File: config.mk
export PLATFORM = sky130hd
export DESIGN_NAME = averaged_adc_to_distance
export DESIGN_NICKNAME = d
export VERILOG_FILES = /design/src/hdl/aad_pkg.sv /design/src/hdl/aad_sdiv.sv /design/src/hdl/averaged_adc_to_distance.sv
export SDC_FILE = /design/constraint.sdc
export NUM_CORES = 1
export LEC_CHECK = 0
export BUFFER_PORTS_ARGS = -buffer_cell sky130_fd_sc_hd__buf_2
export CELL_PAD_IN_SITES_DETAIL_PLACEMENT = 0
export CELL_PAD_IN_SITES_GLOBAL_PLACEMENT = 1
export CORE_MARGIN = 5
export CORE_UTILIZATION = 55
export DETAILED_ROUTE_END_ITERATION = 6
export GPL_ROUTABILITY_DRIVEN = 0
export PLACE_DENSITY = 0.92
export SLEW_MARGIN = 20
export SYNTH_ARGS = -nofsm -noshare
export SYNTH_HDL_FRONTEND = slang
export SYNTH_SLANG_ARGS = --single-unit
File: constraint.sdc
create_clock -name aclk -period 7.6 [get_ports aclk]
set_clock_uncertainty 0.05 [all_clocks]
set_input_delay 0.38 -clock aclk [delete_from_list [all_inputs] [get_ports aclk]]
set_output_delay 0.38 -clock aclk [all_outputs]
set_load 0.05 [all_outputs]
File: src/hdl/aad_pkg.sv
// Shared types and constants for the averaged converter-to-distance block.
// Used by aad_sdiv and averaged_adc_to_distance; depends on nothing.
`timescale 1ns / 1ps

package aad_pkg;

    // Field widths
    localparam int CH_W       = 2;
    localparam int SAMPLE_W   = 12;
    localparam int DIST_W     = 16;
    localparam int CFG_IDX_W  = 3;
    localparam int CFG_DATA_W = 16;

    // Serial divider: product of a 12-bit offset and a 16-bit span
    localparam int DIV_W     = SAMPLE_W + DIST_W;
    localparam int DIV_CNT_W = $clog2(DIV_W + 1);

    // Parameter defaults
    localparam int CHANNELS_DEF = 3;
    localparam int WINDOW_DEF   = 8;

    // Configuration register indices
    localparam logic [CFG_IDX_W-1:0] REG_AVG_EN     = 3'd0;
    localparam logic [CFG_IDX_W-1:0] REG_ADC_FLOOR  = 3'd1;
    localparam logic [CFG_IDX_W-1:0] REG_ADC_CEIL   = 3'd2;
    localparam logic [CFG_IDX_W-1:0] REG_DIST_FLOOR = 3'd3;
    localparam logic [CFG_IDX_W-1:0] REG_DIST_CEIL  = 3'd4;

    // Configuration reset values
    localparam logic                RST_AVG_EN     = 1'b1;
    localparam logic [SAMPLE_W-1:0] RST_ADC_FLOOR  = 12'd16;
    localparam logic [SAMPLE_W-1:0] RST_ADC_CEIL   = 12'd3037;
    localparam logic [DIST_W-1:0]   RST_DIST_FLOOR = 16'd200;
    localparam logic [DIST_W-1:0]   RST_DIST_CEIL  = 16'd2500;

    typedef enum logic [3:0] {
        ST_CLEAR,
        ST_IDLE,
        ST_READ,
        ST_UPDATE,
        ST_MEAN,
        ST_MAP,
        ST_MUL,
        ST_DIV,
        ST_OUT
    } state_t;

endpackage

File: src/hdl/aad_sdiv.sv
// Bit-serial restoring divider, one quotient bit per cycle.
// Depends on aad_pkg. Dividend is supplied left-aligned to nbits.
`timescale 1ns / 1ps

module aad_sdiv (
    input  logic                           aclk,
    input  logic                           aresetn,
    input  logic                           start,
    input  logic [aad_pkg::DIV_W-1:0]      dividend,
    input  logic [aad_pkg::SAMPLE_W-1:0]   divisor,
    input  logic [aad_pkg::DIV_CNT_W-1:0]  nbits,
    output logic                           busy,
    output logic [aad_pkg::DIV_W-1:0]      quotient
);
    import aad_pkg::*;

    logic                  busy_reg;
    logic [DIV_CNT_W-1:0]  cnt_reg;
    logic [DIV_W-1:0]      quo_reg;
    logic [SAMPLE_W-1:0]   rem_reg;
    logic [SAMPLE_W-1:0]   dvs_reg;

    logic [SAMPLE_W:0]     trial;
    logic                  fits;
    logic [SAMPLE_W-1:0]   rem_next;

    always_comb begin
        trial    = {rem_reg, quo_reg[DIV_W-1]};
        fits     = trial >= {1'b0, dvs_reg};
        rem_next = fits ? SAMPLE_W'(trial - {1'b0, dvs_reg}) : trial[SAMPLE_W-1:0];
    end

    always_ff @(posedge aclk) begin
        if (!aresetn) begin
            busy_reg <= 1'b0;
            cnt_reg  <= '0;
        end else if (start) begin
            busy_reg <= 1'b1;
            cnt_reg  <= nbits;
        end else if (busy_reg) begin
            cnt_reg <= cnt_reg - 1'b1;
            if (cnt_reg == DIV_CNT_W'(1)) begin
                busy_reg <= 1'b0;
            end
        end
    end

    always_ff @(posedge aclk) begin
        if (start) begin
            quo_reg <= dividend;
            rem_reg <= '0;
            dvs_reg <= divisor;
        end else if (busy_reg) begin
            quo_reg <= {quo_reg[DIV_W-2:0], fits};
            rem_reg <= rem_next;
        end
    end

    assign busy     = busy_reg;
    assign quotient = quo_reg;

endmodule

File: src/hdl/averaged_adc_to_distance.sv
// Top level: per-channel moving average and linear converter-to-distance map.
// Depends on aad_pkg and aad_sdiv (shared bit-serial divider).
`timescale 1ns / 1ps

//  channel   direction  handshake               payload
//  s_        in         s_valid / s_ready       s_channel, s_sample
//  m_        out        m_valid / m_ready       m_reading_channel, m_reading,
//                                               m_distance_mm, m_below_floor,
//                                               m_config_fault
//  cfg_      in         cfg_valid / cfg_ready   cfg_index, cfg_data
//
//  One item at a time. Steps: a window update (in-range channel), the mean (averaging on),
//  a shift-add multiply over the offset bits and the span division. Faulted or
//  below-floor items skip the multiply and division. A stall on m_ holds the
//  sequencer in its last state. After reset the window memory is swept to zero with
//  s_ready low; cfg_ready is tied high. The result waits in an output register, so the
//  next transfer on s_ is taken while it still waits on m_.

module averaged_adc_to_distance #(
    parameter int CHANNELS = aad_pkg::CHANNELS_DEF,
    parameter int WINDOW   = aad_pkg::WINDOW_DEF
) (
    input  logic                             aclk,
    input  logic                             aresetn,

    input  logic                             s_valid,
    output logic                             s_ready,
    input  logic [aad_pkg::CH_W-1:0]         s_channel,
    input  logic [aad_pkg::SAMPLE_W-1:0]     s_sample,

    output logic                             m_valid,
    input  logic                             m_ready,
    output logic [aad_pkg::CH_W-1:0]         m_reading_channel,
    output logic [aad_pkg::SAMPLE_W-1:0]     m_reading,
    output logic [aad_pkg::DIST_W-1:0]       m_distance_mm,
    output logic                             m_below_floor,
    output logic                             m_config_fault,

    input  logic                             cfg_valid,
    output logic                             cfg_ready,
    input  logic [aad_pkg::CFG_IDX_W-1:0]    cfg_index,
    input  logic [aad_pkg::CFG_DATA_W-1:0]   cfg_data
);
    import aad_pkg::*;

    localparam int DEPTH = CHANNELS * WINDOW;
    localparam int AW    = $clog2(DEPTH);
    localparam int PW    = $clog2(WINDOW);
    localparam int CW    = (CHANNELS > 1) ? $clog2(CHANNELS) : 1;
    localparam int SW    = SAMPLE_W + $clog2(WINDOW);

    // Configuration
    logic                 avg_en_reg;
    logic [SAMPLE_W-1:0]  adc_floor_reg;
    logic [SAMPLE_W-1:0]  adc_ceil_reg;
    logic [DIST_W-1:0]    dist_floor_reg;
    logic [DIST_W-1:0]    dist_ceil_reg;
    logic                 fault;

    // Control
    state_t               state_reg;
    state_t               state_next;
    logic [AW-1:0]        clr_cnt_reg;

    // Item in flight
    logic [CH_W-1:0]      ch_reg;
    logic [SAMPLE_W-1:0]  sample_reg;
    logic [SAMPLE_W-1:0]  reading_reg;
    logic [DIST_W-1:0]    dist_reg;
    logic                 below_reg;
    logic                 in_range;
    logic [CW-1:0]        ch_idx;

    // Per-channel window state
    logic [SW-1:0]        sum_reg [CHANNELS];
    logic [PW-1:0]        ptr_reg [CHANNELS];
    logic [SW-1:0]        sum_new;

    // Window memory
    logic [SAMPLE_W-1:0]  mem [DEPTH];
    logic [SAMPLE_W-1:0]  rd_data_reg;
    logic [AW-1:0]        mem_addr;
    logic                 mem_we;
    logic [SAMPLE_W-1:0]  mem_wdata;

    // Shift-add multiplier
    logic [SAMPLE_W-1:0]  mul_a_reg;
    logic [DIV_W-1:0]     mul_b_reg;
    logic [DIV_W-1:0]     prod_reg;

    // Divider
    logic                 div_start;
    logic [DIV_W-1:0]     div_dividend;
    logic [SAMPLE_W-1:0]  div_divisor;
    logic [DIV_CNT_W-1:0] div_nbits;
    logic                 div_busy;
    logic [DIV_W-1:0]     div_quo;
    logic [DIV_W:0]       mapped;

    // Output register
    logic                 m_valid_reg;
    logic                 out_load;
    logic [CH_W-1:0]      m_ch_reg;
    logic [SAMPLE_W-1:0]  m_reading_reg;
    logic [DIST_W-1:0]    m_dist_reg;
    logic                 m_below_reg;
    logic                 m_fault_reg;

    assign cfg_ready = 1'b1;
    assign fault     = (adc_ceil_reg <= adc_floor_reg) || (dist_ceil_reg < dist_floor_reg);
    assign in_range  = int'(ch_reg) < CHANNELS;
    assign ch_idx    = CW'(ch_reg);
    assign sum_new   = sum_reg[ch_idx] - SW'(rd_data_reg) + SW'(sample_reg);
    assign mapped    = {1'b0, div_quo} + (DIV_W + 1)'(dist_floor_reg);

    // ---------------- configuration ----------------
    always_ff @(posedge aclk) begin
        if (!aresetn) begin
            avg_en_reg     <= RST_AVG_EN;
            adc_floor_reg  <= RST_ADC_FLOOR;
            adc_ceil_reg   <= RST_ADC_CEIL;
            dist_floor_reg <= RST_DIST_FLOOR;
            dist_ceil_reg  <= RST_DIST_CEIL;
        end else if (cfg_valid && cfg_ready) begin
            case (cfg_index)
                REG_AVG_EN:     avg_en_reg     <= cfg_data[0];
                REG_ADC_FLOOR:  adc_floor_reg  <= cfg_data[SAMPLE_W-1:0];
                REG_ADC_CEIL:   adc_ceil_reg   <= cfg_data[SAMPLE_W-1:0];
                REG_DIST_FLOOR: dist_floor_reg <= cfg_data[DIST_W-1:0];
                REG_DIST_CEIL:  dist_ceil_reg  <= cfg_data[DIST_W-1:0];
                default: ;
            endcase
        end
    end

    // ---------------- sequencer ----------------
    always_ff @(posedge aclk) begin
        if (!aresetn) begin
            state_reg <= ST_CLEAR;
        end else begin
            state_reg <= state_next;
        end
    end

    always_comb begin
        state_next = state_reg;
        case (state_reg)
            ST_CLEAR:  if (clr_cnt_reg == AW'(DEPTH - 1)) state_next = ST_IDLE;
            ST_IDLE:   if (s_valid) state_next = ST_READ;
            ST_READ:   state_next = in_range ? ST_UPDATE : ST_MAP;
            ST_UPDATE: state_next = avg_en_reg ? ST_MEAN : ST_MAP;
            ST_MEAN:   if (!div_busy) state_next = ST_MAP;
            ST_MAP:    state_next = (fault || (reading_reg < adc_floor_reg)) ? ST_OUT : ST_MUL;
            ST_MUL:    if (mul_a_reg == '0) state_next = ST_DIV;
            ST_DIV:    if (!div_busy) state_next = ST_OUT;
            ST_OUT:    if (!m_valid_reg || m_ready) state_next = ST_IDLE;
            default:   state_next = ST_IDLE;
        endcase
    end

    always_comb begin
        s_ready      = 1'b0;
        mem_we       = 1'b0;
        mem_wdata    = sample_reg;
        mem_addr     = AW'(ch_idx) * AW'(WINDOW) + AW'(ptr_reg[ch_idx]);
        div_start    = 1'b0;
        div_dividend = {sum_new, {(DIV_W - SW){1'b0}}};
        div_divisor  = SAMPLE_W'(WINDOW);
        div_nbits    = DIV_CNT_W'(SW);
        out_load     = 1'b0;
        case (state_reg)
            ST_CLEAR: begin
                mem_we    = 1'b1;
                mem_wdata = '0;
                mem_addr  = clr_cnt_reg;
            end
            ST_IDLE:   s_ready = 1'b1;
            ST_UPDATE: begin
                mem_we    = 1'b1;
                div_start = avg_en_reg;
            end
            ST_MUL: begin
                // product is complete once the multiplier bits run out
                div_start    = (mul_a_reg == '0);
                div_dividend = prod_reg;
                div_divisor  = adc_ceil_reg - adc_floor_reg;
                div_nbits    = DIV_CNT_W'(DIV_W);
            end
            ST_OUT:    out_load = !m_valid_reg || m_ready;
            default: ;
        endcase
    end

    // ---------------- window memory ----------------
    always_ff @(posedge aclk) begin
        if (mem_we) begin
            mem[mem_addr] <= mem_wdata;
        end
        rd_data_reg <= mem[mem_addr];
    end

    always_ff @(posedge aclk) begin
        if (!aresetn) begin
            clr_cnt_reg <= '0;
        end else if (state_reg == ST_CLEAR) begin
            clr_cnt_reg <= clr_cnt_reg + 1'b1;
        end
    end

    always_ff @(posedge aclk) begin
        if (!aresetn) begin
            for (int c = 0; c < CHANNELS; c++) begin
                sum_reg[c] <= '0;
                ptr_reg[c] <= '0;
            end
        end else if (state_reg == ST_UPDATE) begin
            sum_reg[ch_idx] <= sum_new;
            ptr_reg[ch_idx] <= (ptr_reg[ch_idx] == PW'(WINDOW - 1)) ? '0
                                                                   : ptr_reg[ch_idx] + 1'b1;
        end
    end

    // ---------------- datapath ----------------
    always_ff @(posedge aclk) begin
        case (state_reg)
            ST_IDLE: begin
                ch_reg      <= s_channel;
                sample_reg  <= s_sample;
                reading_reg <= s_sample;    // raw sample unless the mean replaces it
            end
            ST_MEAN: begin
                if (!div_busy) begin
                    reading_reg <= div_quo[SAMPLE_W-1:0];
                end
            end
            ST_MAP: begin
                below_reg <= reading_reg < adc_floor_reg;
                dist_reg  <= fault ? dist_ceil_reg : '0;
                mul_a_reg <= reading_reg - adc_floor_reg;
                mul_b_reg <= DIV_W'(dist_ceil_reg - dist_floor_reg);
                prod_reg  <= '0;
            end
            ST_MUL: begin
                if (mul_a_reg[0]) begin
                    prod_reg <= prod_reg + mul_b_reg;
                end
                mul_a_reg <= mul_a_reg >> 1;
                mul_b_reg <= mul_b_reg << 1;
            end
            ST_DIV: begin
                if (!div_busy) begin
                    // saturate on the exact mapped value
                    dist_reg <= (mapped >= (DIV_W + 1)'(dist_ceil_reg)) ? dist_ceil_reg
                                                                       : mapped[DIST_W-1:0];
                end
            end
            default: ;
        endcase
    end

    aad_sdiv u_div (
        .aclk     (aclk),
        .aresetn  (aresetn),
        .start    (div_start),
        .dividend (div_dividend),
        .divisor  (div_divisor),
        .nbits    (div_nbits),
        .busy     (div_busy),
        .quotient (div_quo)
    );

    // ---------------- output register ----------------
    always_ff @(posedge aclk) begin
        if (!aresetn) begin
            m_valid_reg <= 1'b0;
        end else if (out_load) begin
            m_valid_reg <= 1'b1;
        end else if (m_ready) begin
            m_valid_reg <= 1'b0;
        end
    end

    always_ff @(posedge aclk) begin
        if (out_load) begin
            m_ch_reg      <= ch_reg;
            m_reading_reg <= reading_reg;
            m_dist_reg    <= dist_reg;
            m_below_reg   <= below_reg;
            m_fault_reg   <= fault;
        end
    end

    assign m_valid           = m_valid_reg;
    assign m_reading_channel = m_ch_reg;
    assign m_reading         = m_reading_reg;
    assign m_distance_mm     = m_dist_reg;
    assign m_below_floor     = m_below_reg;
    assign m_config_fault    = m_fault_reg;

endmodule

* Word-level counts from Yosys, hierarchy flattened *
Memories as Yosys holds them, arrays and structs flattened. A register that Yosys moved wholly into a read port is not among the register bits.
Index checks and enable logic that the tools add are counted.

cells by class
  $add $sub $neg = 12
  order comparisons = 6
  equal/unequal tests = 22
  mux-type cells = 53
  reductions and logical operators = 24

operators by type and width
  kind                                                             count
  28-bit two-way mux                                               4
  28-bit one-hot mux with 2 select lines                           2
  16-bit two-way mux                                               3
  12-bit one-hot mux with 2 select lines                           2
  12-bit two-way mux                                               3
  4-bit one-hot mux with 9 select lines                            1
  12-bit subtractor                                                3
  16-bit one-hot mux with 2 select lines                           1
  28-bit by 16-bit adder with 29-bit output                        1
  29-bit by 16-bit >= comparator with 1-bit output                 1
  28-bit adder                                                     1
  4-bit two-way mux                                                7
  5-bit two-way mux                                                4
  1-bit two-way mux                                                17
  16-bit by 16-bit subtractor with 17-bit output                   1
  4-bit by 3-bit == test with 1-bit output, second input constant  4
  16-bit < comparator                                              1
  2-bit AND reduction                                              8
  15-bit by 12-bit adder with 15-bit output                        1
  15-bit two-way mux                                               1
  15-bit OR reduction                                              1
  15-bit by 12-bit subtractor with 15-bit output                   1
  2-bit != test, second input constant                             7
  13-bit by 12-bit >= comparator with 1-bit output                 1
  27 further kinds                                                 41

word-level totals
  bits in registers = 268
  bits in writable memories = 342
  bits of input ports = 38
  output and inout port bits = 35
  word-level logic and storage cells = 146
  memories = 3

memories
  memory   words  bits a word  read ports  clocked after Yosys merged registers in  wr ports  RTL line                        text
  mem      24     12           1           1                                        1         averaged_adc_to_distance.sv:80  logic [SAMPLE_W-1:0] mem [DEPTH];
  sum_reg  3      15           1           1                                        3         averaged_adc_to_distance.sv:75  logic [SW-1:0] sum_reg [CHANNELS];
  ptr_reg  3      3            1           1                                        3         averaged_adc_to_distance.sv:76  logic [PW-1:0] ptr_reg [CHANNELS];

* Logic depth before layout (Yosys ltp) *
Gate-level depths: netlist (run 1).

  depth after elaboration = 6
  gate-level depth with buffers = 19
  mapped depth without buffers = 18

* Modules after synthesis *
Synthesis (run 1) repeated with hierarchy kept, for this count alone.

unflattened totals
  cells, all modules = 2653
  area, all modules = 31565.3 sq um

modules (own cells, without submodules)
  module                    times used  cells each  area an instance (sq um)  seq. area each (sq um)
  averaged_adc_to_distance  1           2397        28457.3                   16726.0
  aad_sdiv                  1           256         3108.0                    1561.5

* Worst setup path after synthesis (run 1) *
Ideal clock, no wire load.

  kind = register to register
  start point = register with a tool-made name
  end point = register u_div.quo_reg[27], in the netlist u_div.quotient[27], data pin
  library setup time = 274 ps
  arrival = 4089 ps
  data required time = 7276 ps
  setup slack = 3187 ps
  stages on the path, launching flop included = 16
  path buffers = 2
  period minus slack after synthesis = 4413 ps
  cells stage by stage = dfxtp_1 buf_2 buf_1 mux4_2 inv_1 fa_1 inv_1 ha_1 o21ai_0 a21boi_0 o41ai_1 o21ai_0 o41ai_1 nor2_1 a211oi_1 o21ai_0

RTL lines
  element                 RTL line        text
  end signal: assignment  aad_sdiv.sv:50  quo_reg <= dividend;
  end signal: assignment  aad_sdiv.sv:54  quo_reg <= {quo_reg[DIV_W-2:0], fits};
  end: declaration        aad_sdiv.sv:19  logic [DIV_W-1:0] quo_reg;

* Worst setup path after layout (run 1) *
  start point = register u_div.quo_reg[0], in the netlist u_div.quotient[0]
  end point = register dist_reg[7], data pin

between the ends
  longest elaborated chain between the ends = 5

ends and longest elaborated chain
  element                                           RTL line                         text
  28-bit by 16-bit adder with 29-bit output *       averaged_adc_to_distance.sv:114  assign mapped = {1'b0, div_quo} + (DIV_W + 1)'(dist_floor_reg);
  29-bit by 16-bit >= comparator with 1-bit output  averaged_adc_to_distance.sv:253  dist_reg <= (mapped >= (DIV_W + 1)'(dist_ceil_reg)) ? dist_ceil_reg
  16-bit two-way mux *                              averaged_adc_to_distance.sv:253
  16-bit two-way mux *                              averaged_adc_to_distance.sv:251  if (!div_busy) begin
  16-bit one-hot mux with 2 select lines *          averaged_adc_to_distance.sv:225  case (state_reg)
  end signal: assignment                            averaged_adc_to_distance.sv:238  dist_reg <= fault ? dist_ceil_reg : '0;
  end signal: assignment                            averaged_adc_to_distance.sv:253
  end: declaration                                  averaged_adc_to_distance.sv:69   logic [DIST_W-1:0] dist_reg;

Mark *: on every way between the ends. The rest lies on a longest branch, timed or not. The select of a mux whose other input is x is not followed.
A chain may end at the register's enable or synchronous reset.

==> results of run 1 <==
[routing by layer]
layer / share of wire [%] / GRT usage [%]
met5: 0.0087 / 0
met4: 3.2 / 8.43
met3: 8.7 / 4.24
met2: 48 / 42.3
met1: 40 / 34.6
[worst max-delay path: cells and delay by family, from the launching register on]
family	cells	cell delay, ns
compound gates	9	2.29
xor+xnor	1	0.17
fa+ha+maj	3	0.97
simple gates	4	0.53
flops	1	0.41
mux	1	0.44
[cells by family after synthesis]
family	Yosys count	share of synthesized area [%]
other	1	0.0120
flip-flops	642	58.4
adder cells (fa/ha/maj)	149	6.39
AO/OA/AOI/OAI	499	10.4
buffers and inverters	301	3.68
multiplexers	76	3.39
XOR/XNOR	83	2.32
AND/OR/NAND/NOR	1099	15.4
[cell type report]
type                            count  area, µm²  area share, %
Sequential cell                   642      18300           52.1
Multi-Input combinational cell   1907      11900           34.0
Clock buffer                       99       1940           5.53
Timing Repair Buffer              145        968           2.76
Tap cell                          756        946           2.70
Inverter                          176        661           1.88
Clock inverter                     25        342          0.973
[layout by cell type (no fill, tap or decap), types with 50 or more instances in the layout]
master,instances
a21oi_1,136
and3_1,50
buf_2,71
buf_4,55
clkbuf_16,69
dfxtp_1,99
edfxtp_1,543
ha_1,131
inv_1,175
nand2_1,528
nand3_1,112
nor2_1,228
nor3_1,50
o21ai_0,109
[worst paths after layout]
check,endpoint,slack [ns],startpoint
worst max-delay path,dist_reg[7],2.47,u_div.quotient[0]
worst min-delay path,dist_ceil_reg[15],0.03,cfg_data[15]
worst max register to register,dist_reg[7],2.47,u_div.quotient[0]
worst min register to register,m_distance_mm[1],0.37,dist_reg[1]
[power groups by stage]
| stage | Sequential, mW | Combinational, mW | Clock [mW] |
|---|---|---|---|
| final | 3.91 | 0.928 | 3.34 |
| after global routing | 3.92 | 1.03 | 3.53 |
| after CTS | 3.91 | 0.916 | 3.37 |
| after detailed placement | 3.98 | 0.898 | 0 |
| after global placement | 3.98 | 0.865 | 0 |
| after floorplan | 3.97 | 0.644 | 0 |
==> metrics.md, run 1 <==
| Metric | Value |
|---|---|
| ANT cells | 0 |
| Clk sinks | 642 |
| Largest fanout on the critical path | 16 |
| Final #Nets | 3126 |
| Filler cell count | 4409 |
| Die Span Y | 249 µm |
| Synth Register Bits | 642 |
| Largest cells by area after synthesis | edfxtp_1, nand2_1, dfxtp_1, ha_1, nor2_1 |
| Mapped Nets | 3037 |
| Sequential share of power | 47.8% |
| Max cap viols | 0 |
| Top cells by count, synth | edfxtp_1, nand2_1, nor2_1 |
| DP HPWL | 53200 µm |
| Worst-path clk slew | 0.06 ns |
| Clock Latency Late Sink | 0.62 ns |
| Switching share of power | 25.4% |
| H-tree depth | 3 |
| Tightest Hold Check Type | in -> reg |
| Peak Freq | 0.195 GHz |
| EDFF count, synth | 543 |
| Power per cell area | 233 mW/mm² |
| Fin. max-slew vios | 0 |
| # IOs | 73 |
| Largest area contributor in the netlist | edfxtp_1 |
| Final Setup Violations | 0 |
| Most used DFF post-synth | edfxtp_1 |
| Global route overflow | 0 |
| Share of the synthesized area in the top cell type | 52.1% |
| WP data arrival | 5.44 ns |
| Seq/Total Area, Yosys | 58.4% |
| Sw power | 2.08 mW |
| Core Area | 0.0564 mm² |
| Worst hold slack | 0.0260 ns |
| Final period utilization | 67.4% |
| Unrepaired setup endpoints after global routing | no |
| Setup TNS after final layout | 0 ns |
| Setup CP Type | reg -> reg |
| Fin crit period | 5.13 ns |
| Power consumption | 8.18 mW |
| Post-CTS setup buffers | 0 |
| CP Launch Type | register |
| Final hold vios | 0 |
| Non-Filler Instances | 3750 |
| Slowest stage delay, CP | 0.44 ns |
| Clk pwr share | 40.9% |
| Die width | 249 µm |
| Initial antenna violation count | 1 |
| IO Port Bufs | 71 |
| Largest net degree at the start of global routing | 147 |
| Initial DRC count | 2522 |
| Mean post-synth cell area | 11.0 µm² |
| Critical path, cell by cell | ha_1, fa_1, a211oi_1, o211ai_1, a21oi_1, a2bb2oi_1, nand2b_1, a21oi_1, xnor2_1, ha_1, a21o_1, a21oi_1, nor2b_1, o21ai_0, nand4_1, nor4_4, o2111ai_4, mux2_4 |
| Run status | complete, no violations |
| Root buf cell | clkbuf_16 |
| Distinct cell type count after synthesis | 76 |
| Via count | 22700 |
| R2R depth | 18 |
| # DRC | 0 |
| Slew @ Worst Pin | 1.08 ns |
| Internal | 6.11 mW |
| Drt total wl | 80800 µm |
| CTS Buf Count | 67 |
| CP dominant cell by count | a21oi_1 |
| Total die area | 0.0618 mm² |
| Post-route ant nets | 0 |
| Post-Place Cells | 3608 |
| GRT Total Usage | 25.5% |
| Number of global-route vias before repair | 22400 |
| Final WS setup | 2.47 ns |
| Pre-antenna DRT Iters | 6 |
| Post-cts gate resize count | 0 |
| Number of flip-flops in the largest register | 288 |
| DP Area | 0.0326 mm² |
| Area delta synth->final | 12.1% |
| Combinational power share | 11.3% |
| Synth warnings | 0 |
| Cell count after synthesis | 2850 |
| Highest-delay cell along the critical path | o2111ai_4 |
| CP Capture Type | register |
| Most numerous cell in the Yosys netlist | edfxtp_1 |
| Bufs on Longest Clock Path | 3 |
| CTS tree | yes |
| Asr flop ratio synth | 0% |
| Post-Syn Area | 0.0313 mm² |
| Initial core utilization | 55.5% |
| Mean routed wirelength per cell | 21.6 µm |
| Leak pwr | 13.2 nW |
| Hold path cells | 3 |
| Worst slew margin | 28.1% |
| Hold_buf cts | 18 |
| Share of layout cells above drive strength 1 | 10.5% |
| Post-placement worst setup slack | 2.60 ns |
| Peak supply drop | 0.000169 V |
| Vias/cell | 6.04 |
| Fin util | 62.2% |
| Site row count | 87 |
| Finished Cell Area | 0.0351 mm² |
| Global-route wire length before repair | 126000 µm |
| Critical Path RT | 7.91 ns |
(Power assumes the default switching activity.)
==> run 2, diff against run 1 <==
Settings changed: CORE_UTILIZATION 55 to 46, PLACE_DENSITY 0.92 to 0.83.
Clock period 7.6 ns to 4.5 ns, I/O delays scaled along.
==> metrics.md, run 2 (same netlist as run 1, synthesis figures left out) <==
| Metric | Value |
|---|---|
| Post-Place Cells | 3761 |
| Clock Latency Late Sink | 0.61 ns |
| Die Span Y | 271 µm |
| Commonest non-fill, non-tap cell in the layout | edfxtp_1 |
| Commonest non-fill, non-tap cells in the layout | edfxtp_1, nand2_1, nor2_1 |
| Number of flip-flops in the largest register | 288 |
| Final hold vios | 0 |
| Tightest Hold Check Type | in -> reg |
| Fin util | 53.2% |
| CP Launch Type | register |
| Site row count | 95 |
| Critical Path RT | 4.80 ns |
| Root buf cell | clkbuf_16 |
| # IOs | 73 |
| Leak pwr | 13.5 nW |
| Total die area | 0.0734 mm² |
| Final #Nets | 3182 |
| DP HPWL | 54700 µm |
| Post-placement worst setup slack | -0.0484 ns |
| Pre-antenna DRT Iters | 6 |
| Peak Freq | 0.227 GHz |
| Global-route wire length before repair | 126000 µm |
| Area delta synth->final | 14.5% |
| Initial DRC count | 2157 |
| CTS Buf Count | 68 |
| IO Port Bufs | 71 |
| ANT cells | 0 |
| Share of layout cells above drive strength 1 | 12.3% |
| Die width | 271 µm |
| Vias/cell | 5.71 |
| Bufs on Longest Clock Path | 3 |
| WP data arrival | 4.71 ns |
| # DRC | 0 |
| Post-route ant nets | 0 |
| Run status | complete, no violations |
| Non-Filler Instances | 3919 |
| CTS tree | yes |
| Hold Startpoint | aresetn |
| Hold path cells | 3 |
| Largest fanout on the critical path | 7 |
| Worst slew margin | 25.2% |
| H-tree depth | 3 |
| Largest net degree at the start of global routing | 111 |
| Beginning of the worst register-to-register path | u_div.quotient[1] |
| Final Setup Violations | 0 |
| Slew @ Worst Pin | 1.12 ns |
| FF-to-FF setup slack | 0.09 ns |
| Fin. max-slew vios | 0 |
| Power per cell area | 388 mW/mm² |
| Max cap viols | 0 |
| Core Area | 0.0674 mm² |
| Setup CP Type | reg -> reg |
| Global route overflow | 0 |
| R2R depth | 19 |
| CP Capture Type | register |
| Initial antenna violation count | 1 |
| Setup TNS after final layout | 0 ns |
| Mean routed wirelength per cell | 20.6 µm |
| Power consumption | 13.9 mW |
| Fin crit period | 4.41 ns |
| Peak supply drop | 0.000289 V |
| FF-to-FF End | dist_reg[10] |
| Number of global-route vias before repair | 22100 |
| Final WS setup | 0.0941 ns |
| Worst-path clk slew | 0.06 ns |
| Clk sinks | 642 |
| Hold endpoint | adc_ceil_reg[6] |
| Initial core utilization | 46.5% |
| GRT Total Usage | 21.6% |
| Drt total wl | 80900 µm |
| Unrepaired setup endpoints after global routing | yes |
| Via count | 22400 |
| Final period utilization | 97.9% |
## run 2: metrics by stage
stage,hold slack [ns],cell area (µm²)
global route,0.0569,35900
global placement,0.359,33100
floorplan,0.274,31300
finish,0.0662,35900
CTS,0.0289,35700
detailed placement,0.369,33100
## run 2: report_power, final
group	leakage (nW)	switching [mW]	internal [mW]
Clock	1.11	2.36	3.34
Sequential	5.40	0.0664	6.54
Combinational	7.04	1.01	0.585
## run 2: what timing repair did
action                                  CTS  global route
pin swaps                                 0             4
gates cloned                              0             1
endpoints found under the hold margin    81             0
setup buffers                             0             3
hold buffers                             33             0
resized for setup                         1            24
endpoints found under the setup margin   16            23
## run 2: critical path, cell delays in order, from the launching register on
cell	delay (ns)
edfxtp_1	0.46
buf_6	0.16
fa_2	0.38
a211oi_2	0.25
o211ai_1	0.18
a21oi_2	0.21
a2bb2oi_2	0.19
nand2b_1	0.10
a21oi_2	0.19
xnor2_2	0.14
ha_1	0.27
a21o_1	0.18
a21oi_2	0.12
nor2b_1	0.05
o21ai_1	0.11
nand4_1	0.16
nor4_4	0.21
o2111ai_4	0.23
clkbuf_16	0.24
mux2_4	0.29
## run 2: worst max path at each step
stage | startpoint | depth (start not counted) | endpoint
after CTS | u_div.quotient[0] | 19 | dist_reg[8]
final | u_div.quotient[1] | 19 | dist_reg[10]
after floorplan | register | 15 | u_div.quotient[27]
after global routing | u_div.quotient[0] | 19 | dist_reg[8]
after detailed placement | u_div.quotient[0] | 19 | dist_reg[13]
after global placement | u_div.quotient[0] | 19 | dist_reg[12]
## run 2: routing by layer
layer  routed length (µm)  track usage (%)  vias to the layer above
li1                     -                -                    10500
met2                37900             35.2                      834
met4                 2600             7.05                        0
met3                 6020             3.29                      154
met1                34400             29.8                    10800
met5                    0                0                        -
## run 2: final cells by class
cell class / count / area [µm²]
fillers: 5651 / 31500
inverters: 176 / 661
flip-flops and latches: 642 / 18300
clock buffers: 90 / 1890
clock inverters: 31 / 387
repair buffers: 200 / 1490
multi-input cells: 1907 / 12000
well taps: 873 / 1090
